$ cat config.mk
export PLATFORM = sky130hd
export DESIGN_NAME = mlfd_cfg_regs
export DESIGN_NICKNAME = d
export VERILOG_FILES = /design/src/rtl/core/mlfd_pkg.sv /design/src/rtl/core/mlfd_cfg_regs.sv
export SDC_FILE = /design/constraint.sdc
export NUM_CORES = 1
export LEC_CHECK = 0
export BUFFER_PORTS_ARGS = -buffer_cell sky130_fd_sc_hd__buf_2
export CAP_MARGIN = 20
export CORE_MARGIN = 1
export CORE_UTILIZATION = 44
export DETAILED_ROUTE_END_ITERATION = 16
export PLACE_DENSITY = 0.87
export SLEW_MARGIN = 10
export SYNTH_ARGS = -nofsm -noshare
export SYNTH_HDL_FRONTEND = slang
export SYNTH_SLANG_ARGS = --single-unit
$ cat constraint.sdc
create_clock -name clock -period 1.15 [get_ports clock]
set_input_delay 0.345 -clock clock [delete_from_list [all_inputs] [get_ports clock]]
set_output_delay 0.345 -clock clock [all_outputs]
set_load 0.05 [all_outputs]
$ cat src/rtl/core/mlfd_pkg.sv
// Shared types and constants of the meter link frame deframer.
package mlfd_pkg;

   localparam int unsigned ADDRESS_BYTES = 6;
   localparam int unsigned ADDR_W        = 8 * ADDRESS_BYTES;
   localparam int unsigned INFO_BYTES    = 5;
   localparam int unsigned INFO_W        = 8 * INFO_BYTES;

   localparam logic [7:0]  START_BYTE     = 8'h68;
   localparam logic [7:0]  END_BYTE       = 8'h16;
   localparam logic [15:0] BASE_FRAME_LEN = 16'd15;
   localparam logic [15:0] ADDR_FRAME_LEN = BASE_FRAME_LEN + 16'(2 * ADDRESS_BYTES);

   localparam logic [15:0] MAX_LEN_RESET   = 16'd2048;
   localparam logic [2:0]  ADDR_FLAG_RESET = 3'd2;

   localparam int unsigned CSR_IDX_W     = 2;
   localparam logic [CSR_IDX_W-1:0] CSR_MAX_LEN   = 2'd0;
   localparam logic [CSR_IDX_W-1:0] CSR_ADDR_FLAG = 2'd1;

   localparam logic [1:0] ST_OK       = 2'd0;
   localparam logic [1:0] ST_CHECKSUM = 2'd1;
   localparam logic [1:0] ST_END      = 2'd2;
   localparam logic [1:0] ST_LENGTH   = 2'd3;

   typedef enum logic [3:0] {
      PH_HUNT,
      PH_LEN_LO,
      PH_LEN_HI,
      PH_CONTROL,
      PH_INFO,
      PH_SEQ,
      PH_SRC,
      PH_DST,
      PH_FUNC,
      PH_DID_LO,
      PH_DID_HI,
      PH_PAYLOAD,
      PH_CS,
      PH_END
   } phase_type;

   typedef struct packed {
      logic [7:0] data_byte;
      logic       restart;
   } req_type;

   typedef struct packed {
      logic              is_payload;
      logic [7:0]        payload_byte;
      logic              frame_done;
      logic [1:0]        status;
      logic [7:0]        control;
      logic [INFO_W-1:0] info;
      logic [7:0]        sequence_res;
      logic [ADDR_W-1:0] source_address;
      logic [ADDR_W-1:0] dest_address;
      logic [7:0]        function_code;
      logic [15:0]       data_id;
      logic [15:0]       payload_length;
   } rsp_type;

   typedef struct packed {
      logic [15:0] max_frame_length;
      logic [2:0]  address_flag_bit;
   } cfg_type;

endpackage

$ cat src/rtl/core/mlfd_cfg_regs.sv
// Configuration registers: maximum frame length and address flag bit select.
module mlfd_cfg_regs import mlfd_pkg::*; (
   input  logic                 clock,
   input  logic                 reset,
   input  logic                 csr_valid,
   output logic                 csr_ready,
   input  logic [CSR_IDX_W-1:0] csr_index,
   input  logic [15:0]          csr_wdata,
   output cfg_type              cfg
);

   cfg_type cfg_ff;
   cfg_type cfg_in;

   assign csr_ready = 1'b1;
   assign cfg       = cfg_ff;

   always_comb begin
      cfg_in = cfg_ff;
      if (csr_valid) begin
         case (csr_index)
            CSR_MAX_LEN:   cfg_in.max_frame_length = csr_wdata;
            CSR_ADDR_FLAG: cfg_in.address_flag_bit = csr_wdata[2:0];
            default:       cfg_in = cfg_ff;
         endcase
      end
   end

   always_ff @(posedge clock) begin
      if (reset) begin
         cfg_ff.max_frame_length <= MAX_LEN_RESET;
         cfg_ff.address_flag_bit <= ADDR_FLAG_RESET;
      end else begin
         cfg_ff <= cfg_in;
      end
   end

endmodule

==> results of run 1 <==
## through the flow
| stage | setup TNS, ns | area (um^2) | cells |
|---|---|---|---|
| final | -0.0894 | 1350 | 153 |
| after floorplan | 0 | 861 | 83 |
| after global placement | 0 | 1060 | 142 |
| after detailed placement | -0.0630 | 1060 | 142 |
| after CTS | -0.0976 | 1260 | 148 |
| after global routing | -0.693 | 1350 | 153 |
## power breakdown
part	total, uW	internal, uW	leakage (uW)	switching [uW]
combinational	302	143	0.000406	159
sequential	707	686	0.000161	21.1
clock	347	130	0.0000177	218
total	1360	958	0.000585	398
## cell type report
| type | instances | area, um^2 |
|---|---|---|
| Timing Repair Buffer | 47 | 450 |
| Sequential cell | 19 | 404 |
| Clock buffer | 3 | 22.5 |
| Fill cell | 105 | 434 |
| Tap cell | 25 | 31.3 |
| Multi-Input combinational cell | 58 | 435 |
| Clock inverter | 1 | 5.00 |
## kinds of logic (layout without fill, tap and decap cells)
logic type	after synthesis	count (layout)
buffers and inverters	6	51
muxes	19	19
and+or+nand+nor	38	38
other	1	1
DFF	19	19
## layout by cell type, fill, tap and decap left out
cell       n
buf_12     1
buf_2     20
buf_4      7
buf_6      2
buf_8     17
clkbuf_4   3
clkinv_2   1
conb_1     1
dfxtp_2   19
mux2i_1   19
nand2b_1  32
nand3b_1   1
nor2_1     4
nor3b_4    1
## metal layers
layer,wire length (um),GRT usage,part of all wire
met1,884,0.193,0.43
met2,1100,0.332,0.53
met3,55,0.0118,0.026
met4,42,0.124,0.020
met5,0,0,0
## synthesized netlist by cell type
library cell	instances
buf_12	1
buf_2	1
buf_4	1
buf_6	1
clkbuf_1	2
conb_1	1
dfxtp_1	19
mux2i_1	19
nand2b_1	32
nand3b_1	1
nor2_1	4
nor3b_2	1
## worst max-delay path by stage
stage | to | slack [ns]
2_1_floorplan | cfg[10] | 0.11
3_3_place_gp | cfg[3] | 0.01
3_5_place_dp | cfg[12] | -0.02
4_1_cts | cfg[6] | -0.02
5_1_grt | cfg[11] | -0.05
6_report | cfg[2] | -0.02
## what timing repair did
| action | 4_1_cts | 5_1_grt |
|---|---|---|
| setup buffers | 2 | 5 |
| setup endpoints to repair | 19 | 19 |
| gates resized for setup | 61 | 13 |
| hold buffers | 0 | 0 |
| endpoints found under the hold margin | 0 | 0 |
==> results_dict.tcl, run 1 <==
set metrics [dict create \
    grt_max_degree 37 \
    rr_startpoint "cfg[1]" \
    leakage_uw 0.000585 \
    initial_core_util 0.483 \
    cp_top_family "flip-flops" \
    cp_slowest_cell "dfxtp_2" \
    grtUsageTotal 0.181 \
    synth_top_area_cell "dfxtp_1" \
    layout-drive-gt1-share 0.555 \
    r2r_slack_ns 0.24 \
    crit_fanout 2 \
    finClkSkew_ns 0 \
    crit_path_cell_trace "buf_8" \
    grt_pass1_vias 651 \
    fin_total_pwr_uw 1360 \
    routabilityCongestion 0.612 \
    slew_viol_final 0 \
    hpwl_mm 1.10 \
    r2r_end "cfg[1]" \
    critical_path.startpoint "cfg[2]" \
    synth.area.mux_share 0.221 \
    core_area_mm2 0.00178 \
    fp-row-count 15 \
    wl_mm 2.08 \
    vias 705 \
    syn_area_per_cell_um2 10.4 \
    cts_tree "built" \
    fin_crit_ns 1.17 \
    die_h_um 46.2 \
    vdd_drop_max_v 0.000572 \
    antenna_left 0 \
    period_share 1.01 \
    yosys-top-cells-area "dfxtp_1 (44%), nand2b_1 (23%), mux2i_1 (22%)" \
    utilization 0.756 \
    cts_max_level 1 \
    synthCells 83 \
    status "finished with violations" \
    cts_buffer_depth 2 \
    die_area_mm2 0.00214 \
    clkTransAtPathRegs_ns 0.11 \
    grt_pass1_wl_mm 2.62 \
    cts_buffers 3 \
    synth_nets 104 \
    critical-path-max-stage-delay_ns 0.38 \
    worstPathArrival_ns 0.82 \
    die_w_um 46.2 \
    worst-path-stages 1 \
    ys_ff_latch 19 \
    dr.pass1.iters 4 \
    endpoint_kind "output port" \
    wire_per_inst_um 13.6 \
    io_buffers 39 \
    clock-sinks 19 \
    hold_start "csr_wdata[4]" \
    num_antenna_cells 0 \
    ys.warnings.count 0 \
    synthAdderAreaFrac 0 \
    fmax_mhz 857 \
    cts-root-buf "clkbuf_4" \
    whs_path_depth 3 \
    synth_xor_area_frac 0 \
    hp-class "in2reg" \
    netlist_area_um2 861 \
    violations "negative setup slack" \
    insertion_delay_ns 0.30 \
    avgViaCountPerCell 4.61 \
    startpoint_type "register" \
    ys_seq_area_frac 0.442 \
    fin_nets 150 \
    critPathRequiredTime_ns 0.81 \
    hold_slack_ns 0.283 \
    synth_cell_types 12 \
    criticalPathCategory "reg2out" \
    maxCapViolations 0 \
    synth_top_family_by_area "simple AND/OR/NAND/NOR gates" \
    largest_reg_flops 19 \
    reg2reg_depth 4 \
    yosys.area_share.simple 0.273 \
    drc 0 \
    final_hold_viol_count 0 \
    power.density_mw_per_mm2 1010 \
    rsz0062_at_grt "true" \
    syn_to_final_growth_pct 56.7 \
    overflow 0 \
    antenna_found_initial 0 \
    netlist.area_leader.share 0.442 \
    pre_cts_ws_ns -0.0192 \
    io_pins 41 \
    synth_compound_area_frac 0 \
    drt_iter0_markers 11 \
    min_to "cfg[7]" \
    setup_slack_ns -0.0167 \
    setup_viol 14 \
    cp.buffers_inverters 1 \
]
(Power assumes the default switching activity.)
==> inputs of run 2 (changes only) <==
Settings changed: REMOVE_ABC_BUFFERS set to 1.
==> results_dict.tcl, run 2 (synthesized netlist as in run 1, its figures left out) <==
set metrics [dict create \
    cp_slowest_cell "dfxtp_2" \
    drt_iter0_markers 9 \
    criticalPathCategory "reg2out" \
    p_sw_uw 385 \
    worstPathArrival_ns 0.82 \
    dr.pass1.iters 4 \
    setup-tns-final_ns -0.0239 \
    syn_to_final_growth_pct 53.2 \
    comb_power_share 0.217 \
    p_clk_frac 0.256 \
    grt_max_degree 37 \
    fin_nets 148 \
    fp-row-count 15 \
    multi_input_area_um2 435 \
    num-fill-cells 129 \
    rsz0062_at_grt "true" \
    finalNonFillerCells 151 \
    utilization 0.740 \
    die_w_um 46.2 \
    leakage_uw 0.000572 \
    violations "negative setup slack" \
    regArea_um2 404 \
    period_share 1.01 \
    fin_crit_ns 1.16 \
    layout-drive-gt1-share 0.548 \
    clkTransAtPathRegs_ns 0.12 \
    status "finished with violations" \
    p_int_uw 952 \
    cts_max_level 1 \
    grt_pass1_wl_mm 2.60 \
    wire_per_inst_um 11.3 \
    cts_buffer_depth 2 \
    largest_reg_flops 19 \
    insertion_delay_ns 0.29 \
    drc 0 \
    final_common_cell "nand2b_1" \
    r2r_slack_ns 0.44 \
    power.density_mw_per_mm2 1010 \
    p_seq_frac 0.527 \
    pre_cts_ws_ns -0.0348 \
    critical-path-max-stage-delay_ns 0.38 \
    fin_area_mm2 0.00132 \
    fmax_mhz 861 \
    final_hold_viol_count 0 \
    final_cell_mix "nand2b_1 (32), buf_2 (20), mux2i_1 (19), dfxtp_2 (19), buf_8 (13)" \
    io_pins 41 \
    antenna_found_initial 0 \
    cts_tree "built" \
    crit_fanout 2 \
    vdd_drop_max_v 0.000827 \
    startpoint_type "register" \
    routabilityCongestion 0.531 \
    num_antenna_cells 0 \
    overflow 0 \
    crit_path_cell_trace "buf_8" \
    placed_area_mm2 0.00106 \
    finClkSkew_ns 0 \
    core_area_mm2 0.00178 \
    grt_pass1_vias 634 \
    vias 692 \
    die_h_um 46.2 \
    setup_slack_ns -0.0110 \
    clock-sinks 19 \
    antenna_left 0 \
    p_sw_frac 0.288 \
    cp.buffers_inverters 1 \
    grtUsageTotal 0.173 \
    dp_cells 142 \
    die_area_mm2 0.00214 \
    endpoint_kind "output port" \
    critPathRequiredTime_ns 0.81 \
    cp_top_family "flip-flops" \
    avgViaCountPerCell 4.58 \
    setup_viol 5 \
    slew_viol_final 0 \
    cts-root-buf "clkbuf_4" \
    maxCapViolations 0 \
    hp-class "in2reg" \
    io_buffers 39 \
    initial_core_util 0.483 \
    wl_mm 1.70 \
    cts_buffers 3 \
]
## run 2: cell types whose count changed in the layout (fill, tap and decap cells not counted)
cell and change:
buf_4 -2, buf_6 +4, buf_8 -4
## run 2: layout make-up
cell class | instances | share of cell area
clock buffers | 3 | 0.0171
clock inverters | 1 | 0.00380
multi-input cells | 58 | 0.330
flip-flops and latches | 19 | 0.306
well taps | 25 | 0.0237
repair buffers | 45 | 0.319
## run 2: stage by stage
stage | total power [uW] | hold WS [ns]
after CTS | 1330 | 0.287
after detailed placement | 949 | 0.458
after global placement | 944 | 0.454
after global routing | 1400 | 0.278
final | 1340 | 0.287
after floorplan | 864 | 0.500
## run 2: layer usage
metal  vias up  GRT usage  share of wire  routed length, um
met5         -          0              0                  0
met4         0     0.0706              0                  0
met3         0     0.0353          0.039                 67
met2        26      0.315           0.55                936
met1       317      0.192           0.41                694
li1        349          -              -                  -
## run 2: power by group through the flow
stage               logic (uW)  registers, uW  clock network (uW)
finish                     290            705                 342
global placement           238            706                   0
global route               307            708                 386
floorplan                 75.6            788                   0
detailed placement         242            708                   0
CTS                        283            704                 345
## run 2: worst paths after layout
| check | startpoint | end | depth (start not counted) |
|---|---|---|---|
| max | cfg[18] | cfg[18] | 1 |
| min | csr_wdata[4] | cfg[7] | 3 |
| max reg2reg | cfg[5] | cfg[5] | 3 |
| min reg2reg | cfg[7] | cfg[7] | 2 |
## run 2: repair_timing
action                                  CTS  global route
hold buffers                              0             0
setup buffers                             4             1
endpoints found under the setup margin   19            19
resized for setup                        64             6
