<file path="src/rtl/core/mlfd_pkg.sv">
// Shared types and constants of the meter link frame deframer.
package mlfd_pkg;

   localparam int unsigned ADDRESS_BYTES = 6;
   localparam int unsigned ADDR_W        = 8 * ADDRESS_BYTES;
   localparam int unsigned INFO_BYTES    = 5;
   localparam int unsigned INFO_W        = 8 * INFO_BYTES;

   localparam logic [7:0]  START_BYTE     = 8'h68;
   localparam logic [7:0]  END_BYTE       = 8'h16;
   localparam logic [15:0] BASE_FRAME_LEN = 16'd15;
   localparam logic [15:0] ADDR_FRAME_LEN = BASE_FRAME_LEN + 16'(2 * ADDRESS_BYTES);

   localparam logic [15:0] MAX_LEN_RESET   = 16'd2048;
   localparam logic [2:0]  ADDR_FLAG_RESET = 3'd2;

   localparam int unsigned CSR_IDX_W     = 2;
   localparam logic [CSR_IDX_W-1:0] CSR_MAX_LEN   = 2'd0;
   localparam logic [CSR_IDX_W-1:0] CSR_ADDR_FLAG = 2'd1;

   localparam logic [1:0] ST_OK       = 2'd0;
   localparam logic [1:0] ST_CHECKSUM = 2'd1;
   localparam logic [1:0] ST_END      = 2'd2;
   localparam logic [1:0] ST_LENGTH   = 2'd3;

   typedef enum logic [3:0] {
      PH_HUNT,
      PH_LEN_LO,
      PH_LEN_HI,
      PH_CONTROL,
      PH_INFO,
      PH_SEQ,
      PH_SRC,
      PH_DST,
      PH_FUNC,
      PH_DID_LO,
      PH_DID_HI,
      PH_PAYLOAD,
      PH_CS,
      PH_END
   } phase_type;

   typedef struct packed {
      logic [7:0] data_byte;
      logic       restart;
   } req_type;

   typedef struct packed {
      logic              is_payload;
      logic [7:0]        payload_byte;
      logic              frame_done;
      logic [1:0]        status;
      logic [7:0]        control;
      logic [INFO_W-1:0] info;
      logic [7:0]        sequence_res;
      logic [ADDR_W-1:0] source_address;
      logic [ADDR_W-1:0] dest_address;
      logic [7:0]        function_code;
      logic [15:0]       data_id;
      logic [15:0]       payload_length;
   } rsp_type;

   typedef struct packed {
      logic [15:0] max_frame_length;
      logic [2:0]  address_flag_bit;
   } cfg_type;

endpackage

</file>
<file path="src/rtl/core/mlfd_parser.sv">
// Frame parser: phase sequencer, held header fields and running checksum.
module mlfd_parser import mlfd_pkg::*; (
   input  logic    clock,
   input  logic    reset,
   input  cfg_type cfg,
   input  req_type item,
   input  logic    step,
   output logic    emit,
   output rsp_type result
);

   phase_type         phase_ff, phase_in;
   logic [15:0]       pos_ff, pos_in;
   logic [15:0]       len_ff, len_in;
   logic [7:0]        sum_ff, sum_in;
   logic [7:0]        control_ff, control_in;
   logic [INFO_W-1:0] info_ff, info_in;
   logic [7:0]        seq_ff, seq_in;
   logic [ADDR_W-1:0] src_ff, src_in;
   logic [ADDR_W-1:0] dst_ff, dst_in;
   logic [7:0]        func_ff, func_in;
   logic [15:0]       did_ff, did_in;
   logic              addr_ff, addr_in;

   logic [7:0]  b;
   logic        is_start;
   logic        addr_new;
   logic [15:0] hdr_len;
   logic [15:0] hdr_new;
   logic [15:0] len_full;
   logic        len_bad;
   logic        no_room;
   logic [15:0] pay_len;
   logic [15:0] pos_inc;
   logic [7:0]  sum_add;
   logic        summ;
   logic [1:0]  summ_status;
   logic [15:0] summ_plen;

   assign b        = item.data_byte;
   assign is_start = (b == START_BYTE);
   assign addr_new = b[cfg.address_flag_bit];
   assign hdr_len  = addr_ff ? ADDR_FRAME_LEN : BASE_FRAME_LEN;
   assign hdr_new  = addr_new ? ADDR_FRAME_LEN : BASE_FRAME_LEN;
   assign len_full = {b, len_ff[7:0]};
   assign len_bad  = (len_full < BASE_FRAME_LEN) || (len_full > cfg.max_frame_length);
   assign no_room  = (len_ff < hdr_new);
   assign pay_len  = len_ff - hdr_len;
   assign pos_inc  = pos_ff + 16'd1;
   assign sum_add  = sum_ff + b;

   // next phase and byte counter
   always_comb begin
      phase_in = phase_ff;
      pos_in   = pos_ff;
      if (item.restart) begin
         phase_in = PH_HUNT;
         pos_in   = '0;
      end else begin
         case (phase_ff)
            PH_HUNT: begin
               if (is_start) begin
                  phase_in = PH_LEN_LO;
                  pos_in   = '0;
               end
            end
            PH_LEN_LO: phase_in = PH_LEN_HI;
            PH_LEN_HI: begin
               if (len_bad) begin
                  phase_in = PH_HUNT;
                  pos_in   = '0;
               end else begin
                  phase_in = PH_CONTROL;
               end
            end
            PH_CONTROL: begin
               phase_in = PH_INFO;
               pos_in   = '0;
            end
            PH_INFO: begin
               if (pos_ff == '0 && no_room) begin
                  phase_in = PH_HUNT;
                  pos_in   = '0;
               end else if (pos_inc >= 16'(INFO_BYTES)) begin
                  phase_in = PH_SEQ;
                  pos_in   = '0;
               end else begin
                  pos_in = pos_inc;
               end
            end
            PH_SEQ: begin
               phase_in = addr_ff ? PH_SRC : PH_FUNC;
               pos_in   = '0;
            end
            PH_SRC: begin
               if (pos_inc >= 16'(ADDRESS_BYTES)) begin
                  phase_in = PH_DST;
                  pos_in   = '0;
               end else begin
                  pos_in = pos_inc;
               end
            end
            PH_DST: begin
               if (pos_inc >= 16'(ADDRESS_BYTES)) begin
                  phase_in = PH_FUNC;
                  pos_in   = '0;
               end else begin
                  pos_in = pos_inc;
               end
            end
            PH_FUNC:   phase_in = PH_DID_LO;
            PH_DID_LO: phase_in = PH_DID_HI;
            PH_DID_HI: begin
               phase_in = (len_ff > hdr_len) ? PH_PAYLOAD : PH_CS;
               pos_in   = '0;
            end
            PH_PAYLOAD: begin
               pos_in = pos_inc;
               if (pos_inc >= pay_len) begin
                  phase_in = PH_CS;
               end
            end
            PH_CS: phase_in = PH_END;
            PH_END: begin
               phase_in = PH_HUNT;
               pos_in   = '0;
            end
            default: begin
               phase_in = PH_HUNT;
               pos_in   = '0;
            end
         endcase
      end
   end

   // held fields, checksum and result
   always_comb begin
      len_in      = len_ff;
      sum_in      = sum_ff;
      control_in  = control_ff;
      info_in     = info_ff;
      seq_in      = seq_ff;
      src_in      = src_ff;
      dst_in      = dst_ff;
      func_in     = func_ff;
      did_in      = did_ff;
      addr_in     = addr_ff;
      emit        = 1'b0;
      summ        = 1'b0;
      summ_status = ST_OK;
      summ_plen   = '0;
      result      = '0;
      if (!item.restart) begin
         case (phase_ff)
            PH_HUNT: begin
               if (is_start) begin
                  len_in     = '0;
                  sum_in     = '0;
                  control_in = '0;
                  info_in    = '0;
                  seq_in     = '0;
                  src_in     = '0;
                  dst_in     = '0;
                  func_in    = '0;
                  did_in     = '0;
                  addr_in    = 1'b0;
               end
            end
            PH_LEN_LO: len_in = {8'h00, b};
            PH_LEN_HI: begin
               len_in = len_full;
               if (len_bad) begin
                  summ        = 1'b1;
                  summ_status = ST_LENGTH;
               end
            end
            PH_CONTROL: begin
               sum_in     = sum_add;
               control_in = b;
            end
            PH_INFO: begin
               sum_in = sum_add;
               for (int i = 0; i < INFO_BYTES; i++) begin
                  if (pos_ff[2:0] == 3'(i)) begin
                     info_in[8*i +: 8] = b;
                  end
               end
               if (pos_ff == '0) begin
                  addr_in = addr_new;
                  if (no_room) begin
                     summ        = 1'b1;
                     summ_status = ST_LENGTH;
                  end
               end
            end
            PH_SEQ: begin
               sum_in = sum_add;
               seq_in = b;
            end
            PH_SRC: begin
               sum_in = sum_add;
               for (int i = 0; i < ADDRESS_BYTES; i++) begin
                  if (pos_ff[2:0] == 3'(i)) begin
                     src_in[8*i +: 8] = b;
                  end
               end
            end
            PH_DST: begin
               sum_in = sum_add;
               for (int i = 0; i < ADDRESS_BYTES; i++) begin
                  if (pos_ff[2:0] == 3'(i)) begin
                     dst_in[8*i +: 8] = b;
                  end
               end
            end
            PH_FUNC: begin
               sum_in  = sum_add;
               func_in = b;
            end
            PH_DID_LO: begin
               sum_in = sum_add;
               did_in = {8'h00, b};
            end
            PH_DID_HI: begin
               sum_in = sum_add;
               did_in = {b, did_ff[7:0]};
            end
            PH_PAYLOAD: begin
               sum_in              = sum_add;
               emit                = 1'b1;
               result.is_payload   = 1'b1;
               result.payload_byte = b;
            end
            // zero after the subtract means the checksum matched
            PH_CS: sum_in = sum_ff - b;
            PH_END: begin
               summ      = 1'b1;
               summ_plen = pay_len;
               if (b != END_BYTE) begin
                  summ_status = ST_END;
               end else if (sum_ff != '0) begin
                  summ_status = ST_CHECKSUM;
               end else begin
                  summ_status = ST_OK;
               end
            end
            default: emit = 1'b0;
         endcase
      end
      if (summ) begin
         emit                  = 1'b1;
         result.frame_done     = 1'b1;
         result.status         = summ_status;
         result.control        = control_in;
         result.info           = info_in;
         result.sequence_res   = seq_in;
         result.source_address = src_in;
         result.dest_address   = dst_in;
         result.function_code  = func_in;
         result.data_id        = did_in;
         result.payload_length = summ_plen;
      end
   end

   always_ff @(posedge clock) begin
      if (reset) begin
         phase_ff <= PH_HUNT;
         pos_ff   <= '0;
      end else if (step) begin
         phase_ff <= phase_in;
         pos_ff   <= pos_in;
      end
   end

   // held fields are cleared at every start byte before use
   always_ff @(posedge clock) begin
      if (step) begin
         len_ff     <= len_in;
         sum_ff     <= sum_in;
         control_ff <= control_in;
         info_ff    <= info_in;
         seq_ff     <= seq_in;
         src_ff     <= src_in;
         dst_ff     <= dst_in;
         func_ff    <= func_in;
         did_ff     <= did_in;
         addr_ff    <= addr_in;
      end
   end

endmodule

</file>
<file path="config.mk">
export PLATFORM = sky130hd
export DESIGN_NAME = mlfd_parser
export DESIGN_NICKNAME = d
export VERILOG_FILES = /design/src/rtl/core/mlfd_pkg.sv /design/src/rtl/core/mlfd_parser.sv
export SDC_FILE = /design/constraint.sdc
export NUM_CORES = 1
export LEC_CHECK = 0
export BUFFER_PORTS_ARGS = -buffer_cell sky130_fd_sc_hd__buf_2
export CAP_MARGIN = 20
export CORE_MARGIN = 1.5
export CORE_UTILIZATION = 40
export CTS_BUF_LIST = sky130_fd_sc_hd__clkbuf_4 sky130_fd_sc_hd__clkbuf_8
export DETAILED_ROUTE_END_ITERATION = 8
export MAX_ROUTING_LAYER = met4
export PLACE_DENSITY = 0.67
export SLEW_MARGIN = 25
export SYNTH_ARGS = -nofsm -noshare
export SYNTH_HDL_FRONTEND = slang
export SYNTH_SLANG_ARGS = --single-unit
</file>
<file path="constraint.sdc">
create_clock -name clock -period 7.5 [get_ports clock]
set_clock_uncertainty 0.15 [all_clocks]
set_input_delay 0.75 -clock clock [delete_from_list [all_inputs] [get_ports clock]]
set_output_delay 0.75 -clock clock [all_outputs]
set_load 0.02 [all_outputs]
</file>
==> flow_summary.yaml <==
timing:
  setup_viol: 0
  final.setup.tns_ns: 0
  hold_viol: 0
  fmax_mhz: 186
  tightest_slew_ns: 1.05
  slew_violations: 0
  slew_headroom_pct: 29.7
  fin_crit_sh_pct: 71.7
  rsz0062_at_grt: "no"
  fin_crit_ns: 5.38
layout:
  final-seq-area_um2: 6440
  multiInputGateArea_um2: 7800
  final_nets: 1891
  insertedDiodeCount: 0
  fillers: 3465
  drive_gt1_share_pct: 19.1
  area_growth_pct: 15.0
  fin_area_um2: 17100
routing:
  via_per_inst: 5.84
  drtAntennaViolNets: 0
  first_pass_iters: 5
  num_vias: 13463
  drc: 0
  wl_per_cell_um: 20.3
  wl_um: 46700
  drtIter0Drc: 1244
floorplan:
  io_pins: 236
  start_util_pct: 40.6
  die_area_um2: 38400
  core_area_um2: 36700
  die_height_um: 196
  fp.dieW_um: 196
  placementRows: 70
clock_network:
  cts_buffer_depth: 3
  clkSlewWorstSetupHoldPaths_ns: 0.06
  postCtsSetupRepairBufs: 0
  cts_resized: 0
  clkLatencyLatePin_ns: 0.55
  cts_tree: "built"
  hold_buffers: 0
  clkSinkCount: 221
  root_buffer: "clkbuf_8"
  cts_buffers: 41
  cts_max_level: 2
critical_path:
  crit_chain: "buf_2, mux4_2, mux2i_1, inv_1, ha_1, a21oi_1, o21bai_1, nor4_1, and2_1, o31ai_4, buf_12, nor2b_1, buf_2"
  regToRegStartpoint: "addr_ff"
  endpoint_kind: "output port"
  cpMostUsedCell: "buf_2"
  critPathKind: "in2out"
  cp_max_fo: 173
  startpoint_type: "input port"
  crit_buf_inv: 4
  crit_arrival_ns: 4.48
  critical_path.max_stage_delay_ns: 0.55
  required_ns: 6.60
  path_delay_family: "simple AND/OR/NAND/NOR gates"
  slowest_stage: "mux4_2"
  crit_start: "item[8]"
logic_synthesis:
  synth.net_count: 1720
  synth_top_area_share_pct: 40.5
  synth_area_leaders: "edfxtp_1 40%, nor2b_1 7.8%, a22o_1 6.4%"
  avgSynthCellArea_um2: 9.13
  ys_ff_latch: 221
  ys.flop_type: "edfxtp_1"
  synth_cells: 1634
  synthesis.area_um2: 14900
  ys_warn_count: 0
  ys_seq_area_share_pct: 43.2
  yosysMostFrequentCell: "edfxtp_1"
  async_flop_share_pct: 0
  synth_edf_count: 201
  yosysTopAreaCell: "edfxtp_1"
  synth_common_cells: "201 x edfxtp_1, 189 x nand2_1, 187 x nor2b_1"
  yosys.cell_types.count: 73
power:
  p_total_mw: 2.98
  p_leak_nw: 7.64
  peakVddDrop_mv: 0.111
  powerDensity_nw_per_um2: 174
run:
  cap_violations: 0
grt:
  antenna_found_initial: 0
  grt_pass1_vias: 12548
  grt_overflow_total: 0
  grt_max_degree: 174
  grtUsageTotal_pct: 24.3
  grt_pass1_wl_um: 71500
hold_path:
  hold_start: "reset"
  hold_class: "in2reg"
run_status:
  status: "complete, no violations"
placed_design:
  io_buffer_count: 235
  dpl.hpwl_um: 30700
  gp_congestion: 0.882
  postPlaceCellArea_um2: 16400
-- worst paths after layout --
check	slack, ns	depth (start not counted)	end
max reg2reg	3.03	13	phase_ff[1]
min	0.39	2	pos_ff[12]
min reg2reg	0.41	1	did_ff[6]
max	2.12	13	result[118]
-- registers in the layout (all words and copies together) (netlist names), 16 cells and up --
| signal | cells |
|---|---|
| dst_ff | 48 |
| src_ff | 48 |
| info_ff | 40 |
| did_ff | 16 |
| len_ff | 16 |
| pos_ff | 16 |
-- cell families after synthesis --
group                      count (synthesis)  synth area share (%)
AOI/OAI and AO/OA                        519                  22.7
xor gates and xnor gates                  41                  2.46
DFF                                      221                  43.2
adders and majority gates                 55                  4.66
muxes                                      8                 0.713
and+or+nand+nor                          603                  21.2
buffers and inverters                    187                  5.09
-- metrics by stage --
step,cells,util (%),hold slack (ns),worst slack (ns)
after detailed placement,2230,44.6,0.402,2.21
after global routing,2304,46.7,0.399,1.92
after CTS,2304,46.7,0.357,2.19
final,2304,46.7,0.393,2.12
after global placement,2230,44.6,0.401,2.32
after floorplan,1634,-,0.356,3.09
-- worst reg2reg max path, stage by stage, from the launching register on --
cell	delay, ns
edfxtp_1	0.47
ha_1	0.38
a31o_2	0.27
a31oi_1	0.32
nand2_1	0.16
or4_1	0.46
nor3_1	0.20
xnor2_1	0.15
ha_1	0.31
and3_1	0.17
nand3_1	0.10
o31ai_1	0.75
a31oi_2	0.27
mux2i_1	0.18
-- layout make-up --
type / instances / area share (%)
well taps: 468 / 3.42
clock inverters: 23 / 0.671
multi-input cells: 1226 / 45.5
flip-flops and latches: 221 / 37.5
inverters: 63 / 1.38
repair buffers: 252 / 7.79
clock buffers: 51 / 3.73
-- cells in the final DEF (no fill, tap or decap), types with 7 or more instances in the layout --
| cell | synthesis | routed |
|---|---|---|
| a22o_1 | 109 | 109 |
| xnor2_1 | 26 | 26 |
| nor4_1 | 16 | 13 |
| nor2b_1 | 187 | 186 |
| o21ai_0 | 177 | 175 |
| a31oi_1 | 8 | 8 |
| edfxtp_1 | 201 | 201 |
| ha_1 | 54 | 54 |
| buf_4 | 1 | 15 |
| clkinv_1 | 1 | 15 |
| clkbuf_8 | 0 | 41 |
| nand4_1 | 17 | 17 |
| and2_1 | 18 | 18 |
| or3_1 | 7 | 7 |
| nand3_1 | 24 | 24 |
| and3_1 | 10 | 10 |
| nand2_1 | 189 | 188 |
| a21o_1 | 77 | 77 |
| buf_2 | 13 | 234 |
| a21oi_1 | 101 | 101 |
| nor2_1 | 62 | 61 |
| nor3_1 | 30 | 27 |
| clkbuf_4 | 0 | 10 |
| dfxtp_1 | 20 | 19 |
| inv_1 | 60 | 60 |
| xor2_1 | 14 | 14 |
-- metal layers --
layer  share of wire, %  vias to the layer above  track usage (%)
met2                 47                      613             38.4
met4                2.6                        0             7.24
met3                7.4                       89             2.78
li1                   -                     6263                -
met1                 43                     6498             32.8
met5                  0                        -                -
-- report_power, final --
| group | leakage (nW) | switching, mW | total, mW | internal [mW] |
|---|---|---|---|---|
| sequential | 2.14 | 0.0497 | 1.50 | 1.45 |
| clock | 0.398 | 0.540 | 1.11 | 0.565 |
| combinational | 5.10 | 0.224 | 0.379 | 0.155 |
| total | 7.64 | 0.814 | 2.98 | 2.17 |
(Power assumes the default switching activity.)
