## config.mk

```make
export PLATFORM = sky130hd
export DESIGN_NAME = mlfd_in_stage
export DESIGN_NICKNAME = d
export VERILOG_FILES = /design/src/rtl/core/mlfd_pkg.sv /design/src/rtl/core/mlfd_in_stage.sv
export SDC_FILE = /design/constraint.sdc
export NUM_CORES = 1
export LEC_CHECK = 0
export ABC_AREA = 1
export BUFFER_PORTS_ARGS = -buffer_cell sky130_fd_sc_hd__buf_4
export CAP_MARGIN = 20
export CORE_AREA = 3 3 40 42
export DETAILED_ROUTE_END_ITERATION = 12
export DIE_AREA = 0 0 43 45
export PLACE_DENSITY = 0.53
export SKIP_CTS_REPAIR_TIMING = 1
export SYNTH_ARGS = -nofsm -noshare
export SYNTH_HDL_FRONTEND = slang
export SYNTH_SLANG_ARGS = --single-unit
```

## constraint.sdc

```tcl
create_clock -name clock -period 1.8 [get_ports clock]
set_clock_uncertainty 0.1 [all_clocks]
set_input_delay 0.09 -clock clock [delete_from_list [all_inputs] [get_ports clock]]
set_output_delay 0.09 -clock clock [all_outputs]
set_load 0.01 [all_outputs]
```

## src/rtl/core/mlfd_pkg.sv

```systemverilog
// Shared types and constants of the meter link frame deframer.
package mlfd_pkg;

   localparam int unsigned ADDRESS_BYTES = 6;
   localparam int unsigned ADDR_W        = 8 * ADDRESS_BYTES;
   localparam int unsigned INFO_BYTES    = 5;
   localparam int unsigned INFO_W        = 8 * INFO_BYTES;

   localparam logic [7:0]  START_BYTE     = 8'h68;
   localparam logic [7:0]  END_BYTE       = 8'h16;
   localparam logic [15:0] BASE_FRAME_LEN = 16'd15;
   localparam logic [15:0] ADDR_FRAME_LEN = BASE_FRAME_LEN + 16'(2 * ADDRESS_BYTES);

   localparam logic [15:0] MAX_LEN_RESET   = 16'd2048;
   localparam logic [2:0]  ADDR_FLAG_RESET = 3'd2;

   localparam int unsigned CSR_IDX_W     = 2;
   localparam logic [CSR_IDX_W-1:0] CSR_MAX_LEN   = 2'd0;
   localparam logic [CSR_IDX_W-1:0] CSR_ADDR_FLAG = 2'd1;

   localparam logic [1:0] ST_OK       = 2'd0;
   localparam logic [1:0] ST_CHECKSUM = 2'd1;
   localparam logic [1:0] ST_END      = 2'd2;
   localparam logic [1:0] ST_LENGTH   = 2'd3;

   typedef enum logic [3:0] {
      PH_HUNT,
      PH_LEN_LO,
      PH_LEN_HI,
      PH_CONTROL,
      PH_INFO,
      PH_SEQ,
      PH_SRC,
      PH_DST,
      PH_FUNC,
      PH_DID_LO,
      PH_DID_HI,
      PH_PAYLOAD,
      PH_CS,
      PH_END
   } phase_type;

   typedef struct packed {
      logic [7:0] data_byte;
      logic       restart;
   } req_type;

   typedef struct packed {
      logic              is_payload;
      logic [7:0]        payload_byte;
      logic              frame_done;
      logic [1:0]        status;
      logic [7:0]        control;
      logic [INFO_W-1:0] info;
      logic [7:0]        sequence_res;
      logic [ADDR_W-1:0] source_address;
      logic [ADDR_W-1:0] dest_address;
      logic [7:0]        function_code;
      logic [15:0]       data_id;
      logic [15:0]       payload_length;
   } rsp_type;

   typedef struct packed {
      logic [15:0] max_frame_length;
      logic [2:0]  address_flag_bit;
   } cfg_type;

endpackage

```

## src/rtl/core/mlfd_in_stage.sv

```systemverilog
// Input register: holds one accepted byte until the parser takes it.
module mlfd_in_stage import mlfd_pkg::*; (
   input  logic    clock,
   input  logic    reset,
   input  logic    in_valid,
   output logic    in_ready,
   input  req_type in_item,
   output logic    item_valid,
   output req_type item,
   input  logic    item_take
);

   logic    valid_ff;
   logic    valid_in;
   req_type item_ff;

   assign in_ready   = !valid_ff || item_take;
   assign valid_in   = in_ready ? in_valid : valid_ff;
   assign item_valid = valid_ff;
   assign item       = item_ff;

   always_ff @(posedge clock) begin
      if (reset) begin
         valid_ff <= 1'b0;
      end else begin
         valid_ff <= valid_in;
      end
   end

   always_ff @(posedge clock) begin
      if (in_ready && in_valid) begin
         item_ff <= in_item;
      end
   end

endmodule

```

==> results of run 1 <==
## tightest hold or removal path, cell delays in order
cell and delay (ns):
buf_4 0.08, inv_2 0.03, nand2_2 0.06, a21oi_2 0.04
## layout make-up
| cell class | instances | area, µm² | share of cell area |
|---|---|---|---|
| clock buffers | 4 | 26.3 | 0.0409 |
| repair buffers | 34 | 280 | 0.436 |
| well taps | 15 | 18.8 | 0.0292 |
| inverters | 2 | 7.51 | 0.0117 |
| flip-flops and latches | 10 | 290 | 0.451 |
| multi-input cells | 3 | 20.0 | 0.0311 |
## per-layer routing
layer,GRT usage,vias up,wire length (µm)
met1,0.0635,114,209
met3,0.0319,0,85
met4,0.0181,0,0
li1,-,129,-
met5,0,-,0
met2,0.120,14,386
## power by group through the flow
stage / clock network, W / logic [W] / registers (W)
2_1_floorplan: 0 / 0.00000845 / 0.000286
4_1_cts: 0.000153 / 0.0000604 / 0.000273
3_3_place_gp: 0 / 0.0000589 / 0.000277
6_report: 0.000147 / 0.0000768 / 0.000273
3_5_place_dp: 0 / 0.0000603 / 0.000278
5_1_grt: 0.000169 / 0.0000827 / 0.000274
## worst max path at each step
stage,start,endpoint,slack (ns),cells after the start
6_report,item_valid,item[6],0.75,2
5_1_grt,item_valid,item[1],0.69,2
4_1_cts,item_valid,item[6],0.74,2
3_5_place_dp,item_valid,item[0],0.75,2
3_3_place_gp,item_valid,item[5],0.77,2
2_1_floorplan,item_valid,item[0],0.45,1
## metrics by stage
| step | util | hold WS, ns | setup slack (ns) | area (µm²) |
|---|---|---|---|---|
| 2_1_floorplan | - | 0.0524 | 0.452 | 318 |
| 6_report | 0.500 | 0.00933 | 0.751 | 643 |
| 3_5_place_dp | 0.402 | 0.148 | 0.752 | 517 |
| 4_1_cts | 0.423 | -0.110 | 0.743 | 543 |
| 5_1_grt | 0.500 | 0.00949 | 0.690 | 643 |
| 3_3_place_gp | 0.402 | 0.145 | 0.771 | 517 |
## state kept, by name, summed over array words and instances, names as in the netlist
register,flops
item,9
item_valid,1
## synthesized netlist by cell type, drive strengths merged
cell type	count	area [µm²]
a21oi	2	13.8
dfxtp	1	20.0
edfxtp	9	270
inv	2	7.50
nand2	1	6.26
## cells by family (layout without fill, tap and decap cells)
logic type,after synthesis,in the layout,synth area share
buffers and inverters,2,40,0.0236
flip-flops,10,10,0.913
AO/OA/AOI/OAI,2,2,0.0433
AND/OR/NAND/NOR,1,1,0.0197
==> metrics, run 1 <==
r2r endpoint item[6]; max-slew violation count 0; Row Count 13; commonest cells after routing, fill and taps aside buf_4, dlygate4sd3_1, edfxtp_1; Syn Inst Count 15; R2R depth 2; clk root buf clkbuf_4; chip width 43 µm; layout cell share with drive strength beyond 1 0.566; vias in the first global route 224; # DRC 0; syn avg cell area 21.2 µm²; Seq/Total Area, Yosys 0.913; power share of the clock group 0.295; crit path max-delay cell type dfxtp_1; DP HPWL 511 µm; # nets final 67; Fin. Hold Viols 0; run status complete, no violations; Comb power frac 0.155; initial antenna violation count 0; reg-to-reg setup timing slack 0.75 ns; Worst Hold Path EP item_valid; Initial DRC Count 0; Netlist cell types 7; required time of the critical path 1.65 ns; CTS tree done; Die Span Y 45 µm; critical path class reg -> reg; Detailed Route WL 681 µm; min cycle time layout 1.05 ns; Hold Crit Depth 4; slowest stage delay, CP 0.33 ns; commonest non-fill, non-tap cell in the layout buf_4; worst-path fanout max 9; clock latency on the worst-skew pair 0.24 ns; Switching Fraction 0.186; Vias/cell 3.78; cell-internal power 0.000404 W; P_sw 0.0000926 W; FMAX 0.953 GHz; IR drop worst, VDD 408 µV; # IOs 24; YS warnings 0; Setup violations, final 0; maxcap violations 0; clk slew on worst S/H paths 0.05 ns; Starting Density 0.247; TNS Setup 0 ns; largest net degree at the start of global routing 10; CTS sink cnt 10; worst path cell trace a21oi_1 > buf_4; RSZ-0062 raised after global routing no; TritonCTS buffer count 3; CP endpoint kind flop; Worst Path Arrival 0.90 ns; Rel. slew slack 0.916; WL per Instance 10.0 µm; total chip power 0.000497 W; TritonRoute pass-1 iters 1; leakage 0.282 nW; Vias 257; Worst Setup Start Kind flop; Area Growth Syn to Fin 102%; Worst Path Buf+Inv 1; sequential share of power 0.550; hold path start item_take; DRT antenna net count 0; synthesis-stage register bit count 10; FILL cells 120; Pwr per Cell Area 772 nW/µm²; CTS H-tree depth 1; CP top delay family flip-flops; port bufs 23; ANT cells 0; GRT Residual Overflow 0; Synth Cell Area 318 µm²; Synth Net Count 28; gpl congestion 0.566; floorplan core area 1280 µm²; Tightest Pin Transition 0.125 ns; total track usage 0.0644; ratio of final minimum period to clock period 0.583; first-pass GRT wire length 903 µm; FF-to-FF Start item_valid; dpl cells 54; Max Root-Sink Buffers 2; die area 1940 µm²; Hold Path Class in -> reg; final std cells w/o fill 68
(Power assumes the default switching activity.)
==> run 2, diff against run 1 <==
--- a/config.mk
+++ b/config.mk
@@ -5,13 +5,13 @@
 export SDC_FILE = /design/constraint.sdc
 export NUM_CORES = 1
 export LEC_CHECK = 0
-export ABC_AREA = 1
+export ABC_AREA = 0
 export BUFFER_PORTS_ARGS = -buffer_cell sky130_fd_sc_hd__buf_4
 export CAP_MARGIN = 20
 export CORE_AREA = 3 3 40 42
 export DETAILED_ROUTE_END_ITERATION = 12
 export DIE_AREA = 0 0 43 45
-export PLACE_DENSITY = 0.53
+export PLACE_DENSITY = 0.56
 export SKIP_CTS_REPAIR_TIMING = 1
 export SYNTH_ARGS = -nofsm -noshare
 export SYNTH_HDL_FRONTEND = slang
==> constraint.sdc (replaced) <==
create_clock -name clock -period 0.9 [get_ports clock]
set_clock_uncertainty 0.1 [all_clocks]
set_input_delay 0.045 -clock clock [delete_from_list [all_inputs] [get_ports clock]]
set_output_delay 0.045 -clock clock [all_outputs]
set_load 0.01 [all_outputs]
==> run 2 against run 1 <==
The flow now finishes with violations (setup timing); clock power increased by 110%; count of clock-buffer cells in the layout is the same; register-to-register slack worse by 0.85 ns; total power up 110%; global-route usage up 1.1 points; setup slack lost 0.87 ns; first-iteration DRC count is 2 higher; critical path type is now reg -> out; highest routed layer unchanged.
==> metrics, run 2 <==
Die Span Y 45 µm (unchanged); Hold Path Class in -> reg; fin area 714 µm² (+11%); Worst Path Arrival 0.87 ns (-0.03 ns); worst-path fanout max 2 (-7); FILL cells 102 (-15%); Detailed Route WL 822 µm (+21%); gpl congestion 0.665 (+17%); largest area contributor in the netlist edfxtp_1; most common cell in the netlist edfxtp_1; setup ws final -0.115 ns (-0.865 ns); # nets final 69 (+3.0%); R2R depth 2 (unchanged); min cycle time layout 1.01 ns; run status complete, but fails checks; Seq/Total Area, Yosys 0.892 (-0.0211); CTS tree done; # IOs 24 (unchanged); Tightest Pin Transition 0.123 ns (-0.00206 ns); floorplan core area 1280 µm² (unchanged); FF-to-FF Start item_valid; commonest non-fill, non-tap cell in the layout buf_4; Setup violations, final 18 (+18); Vias/cell 3.89 (+2.8%); Starting Density 0.253 (+0.00584); Syn Inst Count 14 (-1); port bufs 23 (unchanged); Area Growth Syn to Fin 120%; Synth Net Count 27 (-3.6%); Finished Core Util 0.556 (+0.0555); ys flop type edfxtp_1; dpl cells 53 (-1.9%); final std cells w/o fill 70 (+2.9%); commonest cells after routing, fill and taps aside buf_4, dlygate4sd3_1, buf_6; Fin. Hold Viols 0 (unchanged); Hold Crit Depth 2 (-2); total track usage 0.0755 (+0.0111); TritonRoute pass-1 iters 4 (+3); CTS H-tree depth 1 (unchanged); area of the multi-input gates 31.3 µm² (+56%); maxcap violations 0 (unchanged); Worst Setup Start Kind flop; reg-to-reg setup timing slack -0.10 ns (-0.85 ns); leakage 0.313 nW (+11%); Row Count 13 (unchanged); vias in the first global route 205 (-8.5%); Async SR Flop Fraction 0 (unchanged); IR drop worst, VDD 1010 µV (+150%); max-slew violation count 0 (unchanged); RSZ-0062 raised after global routing yes; Register Area 292 µm² (+0.43%); GRT Residual Overflow 0 (unchanged); number of synthesized flops with an enable pin 9 (unchanged); clk slew on worst S/H paths 0.07 ns (+0.02 ns); chip width 43 µm (unchanged); FMAX 0.985 GHz; syn avg cell area 23.2 µm² (+9.7%); ranking of synthesized cells by area edfxtp_1, dfxtp_1, nand2b_4; Vias 272 (+5.8%); Rel. slew slack 0.918 (+0.00149); clock latency on the worst-skew pair 0.25 ns (about the same); die area 1940 µm² (unchanged); Netlist cell types 6 (-1); largest net degree at the start of global routing 10 (unchanged); required time of the critical path 0.75 ns (-0.90 ns); top cell type's share of synthesized area 0.831 (-0.0196); Largest register FFs 9 (unchanged); CP endpoint kind output pin; # DRC 0 (unchanged); DRT antenna net count 0 (unchanged); TritonCTS buffer count 3 (unchanged); Synth Cell Area 325 µm² (+2.4%); YS warnings 0 (unchanged); ratio of final minimum period to clock period 1.13; Pwr per Cell Area 1460 nW/µm² (+89%); DP Area 526 µm² (+1.7%); Worst Hold Path EP item[5]; Initial DRC Count 2 (+2); first-pass GRT wire length 1010 µm (+12%); hold path start in_valid; r2r endpoint item[4]; failing checks setup timing; synthesis-stage register bit count 10 (unchanged); layout cell share with drive strength beyond 1 0.600 (+0.0340); Max Root-Sink Buffers 2 (unchanged); WL per Instance 11.7 µm (+17%); ANT cells 0 (unchanged); CTS sink cnt 10 (unchanged); critical path class reg -> out; clk root buf clkbuf_4; pre-CTS WS -0.0948 ns (-0.847 ns); initial antenna violation count 0 (unchanged)
run 2: changes by cell type after synthesis, sizes merged:
cell | previous run | this run
a21oi | 2 | 1
and2 | 0 | 1
inv | 2 | 1
nand2 | 1 | 0
nand2b | 0 | 1
run 2: metrics by stage:
stage / setup TNS [ns] / hold WS, ns / total power, W
detailed placement: -0.851 / 0.101 / 0.000683
global route: -1.79 / 0.109 / 0.00110
finish: -1.12 / 0.105 / 0.00104
global placement: -0.597 / 0.0931 / 0.000677
floorplan: -0.994 / 0.0000837 / 0.000593
CTS: -1.19 / -0.161 / 0.000986
run 2: kinds of logic after synthesis:
family / after synthesis / synth area share
flip-flops: 10 / 0.892
AND/OR/NAND/NOR: 2 / 0.0692
AO/OA/AOI/OAI: 1 / 0.0269
buffers and inverters: 1 / 0.0115
run 2: worst max-delay path by stage:
stage                          start       end  slack, ns  depth (start not counted)
after floorplan           item_valid   item[0]      -0.11                          2
after global placement    item_valid   item[7]      -0.07                          2
after detailed placement  item_valid   item[7]      -0.09                          2
after CTS                 item_valid  in_ready      -0.17                          3
after global routing      item_valid  in_ready      -0.15                          3
final                     item_valid  in_ready      -0.11                          3
run 2: layout make-up:
cell class / instances / share of cell area
tap: 15 / 0.0263
timing repair buffer: 37 / 0.480
clock buffer: 4 / 0.0368
inverter: 1 / 0.00525
sequential: 10 / 0.408
multi-input combinational: 3 / 0.0438
run 2: where the power goes:
group          internal [W]  total (W)  leakage [nW]  switching [W]
registers          0.000539   0.000552        0.0957      0.0000126
clock network      0.000170   0.000307        0.0150       0.000137
logic              0.000128   0.000184         0.202      0.0000567
total              0.000837    0.00104         0.313       0.000206
run 2: worst max-delay path, cell delays in order, from the launching register on:
cell,delay [ns]
dfxtp_2,0.35
nand2b_4,0.06
buf_6,0.11
buf_6,0.11
run 2: routing by layer:
metal	vias up	GRT usage	wire [µm]
met5	-	0	0
met4	0	0.0361	0
met3	0	0.0398	109
met2	23	0.123	460
met1	115	0.0814	252
li1	134	-	-
==> run 3, diff against run 2 <==
--- a/config.mk
+++ b/config.mk
@@ -12,6 +12,7 @@
 export DETAILED_ROUTE_END_ITERATION = 12
 export DIE_AREA = 0 0 43 45
 export PLACE_DENSITY = 0.56
+export SETUP_SLACK_MARGIN = 0.4
 export SKIP_CTS_REPAIR_TIMING = 1
 export SYNTH_ARGS = -nofsm -noshare
 export SYNTH_HDL_FRONTEND = slang
==> run 3 against run 2 <==
Count of clock-buffer cells in the layout is the same; clock power decreased by 2%; largest power group unchanged; sequential cell count unchanged; highest routed layer unchanged; the run ends with hold timing, setup timing left; final area decreased by 15%; cell count decreased by 16%; sequential power is essentially flat.
==> metrics, run 3 (synthesis gave the netlist of run 2 again) <==
run status complete, but fails checks; failing checks hold timing, setup timing; GRT Residual Overflow 0 (unchanged); die area 1940 µm² (unchanged); crit path max-delay cell type dfxtp_2; Pwr per Cell Area 1650 nW/µm² (+13%); Switching Fraction 0.193 (-0.00439); Worst Path Arrival 0.88 ns (about the same); clk root buf clkbuf_4; CP endpoint kind output pin; CP top delay family flip-flops; ANT cells 0 (unchanged); leakage 0.267 nW (-15%); CTS sink cnt 10 (unchanged); Initial DRC Count 2 (unchanged); sequential share of power 0.552 (+0.023); Area Growth Syn to Fin 85.8%; setup ws final -0.121 ns (-0.00641 ns); commonest non-fill, non-tap cell in the layout buf_4; power share of the clock group 0.302 (+0.008); Starting Density 0.253 (unchanged); RSZ-0062 raised after global routing yes; # IOs 24 (unchanged); CTS H-tree depth 1 (unchanged); critical path class reg -> out; Max Root-Sink Buffers 2 (unchanged); min cycle time layout 1.02 ns (+0.00641 ns); FMAX 0.979 GHz (-0.63%); dpl cells 53 (unchanged); Rel. slew slack 0.916 (-0.00236); Hold Path Class in -> reg; # nets final 58 (-16%); FILL cells 104 (+2.0%); Detailed Route WL 702 µm (-15%); Fin. Hold Viols 10 (+10); TritonRoute pass-1 iters 2 (-2); clock latency on the worst-skew pair 0.25 ns (about the same); Tightest Pin Transition 0.127 ns (+0.00353 ns); Worst path most repeated cell buf_6; IR drop worst, VDD 977 µV (-3.1%); maxcap violations 0 (unchanged); Largest register FFs 9 (unchanged); total track usage 0.0755 (unchanged); Setup violations, final 18 (unchanged); first-pass GRT wire length 1010 µm (unchanged); commonest cells after routing, fill and taps aside buf_4, buf_6, edfxtp_1; worst path cell trace nand2b_4 > buf_6 > buf_6; initial antenna violation count 0 (unchanged); P_sw 0.000193 W (-6.3%); gpl congestion 0.665 (unchanged); Die Span Y 45 µm (unchanged); DRT antenna net count 0 (unchanged); Vias 229 (-16%); final std cells w/o fill 59 (-16%); Worst Path Buf+Inv 2 (unchanged); cell-internal power 0.000806 W (-3.7%); Register Area 292 µm² (unchanged); vias in the first global route 205 (unchanged); chip width 43 µm (unchanged); worst-path fanout max 2 (unchanged); final hold slack -0.159 ns (-0.264 ns); floorplan core area 1280 µm² (unchanged); clk slew on worst S/H paths 0.06 ns (about the same); total chip power 0.000999 W (-4.2%); Worst Setup Start Kind flop; Comb power frac 0.146 (-0.031); largest net degree at the start of global routing 10 (unchanged); TritonCTS buffer count 3 (unchanged); ratio of final minimum period to clock period 1.13 (+0.00712); required time of the critical path 0.75 ns (about the same); Row Count 13 (unchanged); max-slew violation count 0 (unchanged); # DRC 0 (unchanged); layout cell share with drive strength beyond 1 0.750 (+0.150); WL per Instance 11.9 µm (+1.3%); area of the multi-input gates 31.3 µm² (unchanged); slowest stage delay, CP 0.35 ns (about the same); Vias/cell 3.88 (-0.11%); port bufs 23 (unchanged); CTS tree done
## run 3: changes by cell type in the layout (fill, tap and decap cells not counted)
cell	delta
dlygate4sd3_1	-11
## run 3: metrics by stage
step,setup WS [ns],utilization,TNS [ns],instance area (µm²),hold slack [ns]
floorplan,-0.110,-,-0.994,327,0.0000837
global placement,-0.0664,0.409,-0.597,526,0.0931
detailed placement,-0.0948,0.409,-0.851,526,0.101
CTS,-0.174,0.429,-1.19,552,-0.161
global route,-0.157,0.470,-1.81,604,-0.169
finish,-0.121,0.470,-1.17,604,-0.159
## run 3: final timing paths
path / slack, ns / cells past startpoint / endpoint / start
min: -0.16 / 2 / item_valid / reset
max reg2reg: -0.11 / 2 / item[2] / item_valid
max: -0.12 / 3 / in_ready / item_valid
min reg2reg: 0.56 / 4 / item_valid / item_valid
## run 3: power by group through the flow
| stage | clock, W | combinational [W] | sequential [W] |
|---|---|---|---|
| 6_report | 0.000302 | 0.000146 | 0.000551 |
| 5_1_grt | 0.000342 | 0.000154 | 0.000554 |
| 4_1_cts | 0.000313 | 0.000125 | 0.000548 |
| 3_5_place_dp | 0 | 0.000125 | 0.000558 |
| 3_3_place_gp | 0 | 0.000121 | 0.000556 |
| 2_1_floorplan | 0 | 0.0000208 | 0.000572 |
## run 3: layer usage
metal | up-vias | global-route usage | wire (µm)
li1 | 112 | - | -
met3 | 0 | 0.0398 | 115
met2 | 19 | 0.123 | 377
met1 | 98 | 0.0814 | 210
met5 | - | 0 | 0
met4 | 0 | 0.0361 | 0
## run 3: final cells by class
type | count | area share
Inverter | 1 | 0.00621
Tap cell | 15 | 0.0311
Timing Repair Buffer | 26 | 0.385
Sequential cell | 10 | 0.482
Clock buffer | 4 | 0.0435
Multi-Input combinational cell | 3 | 0.0518
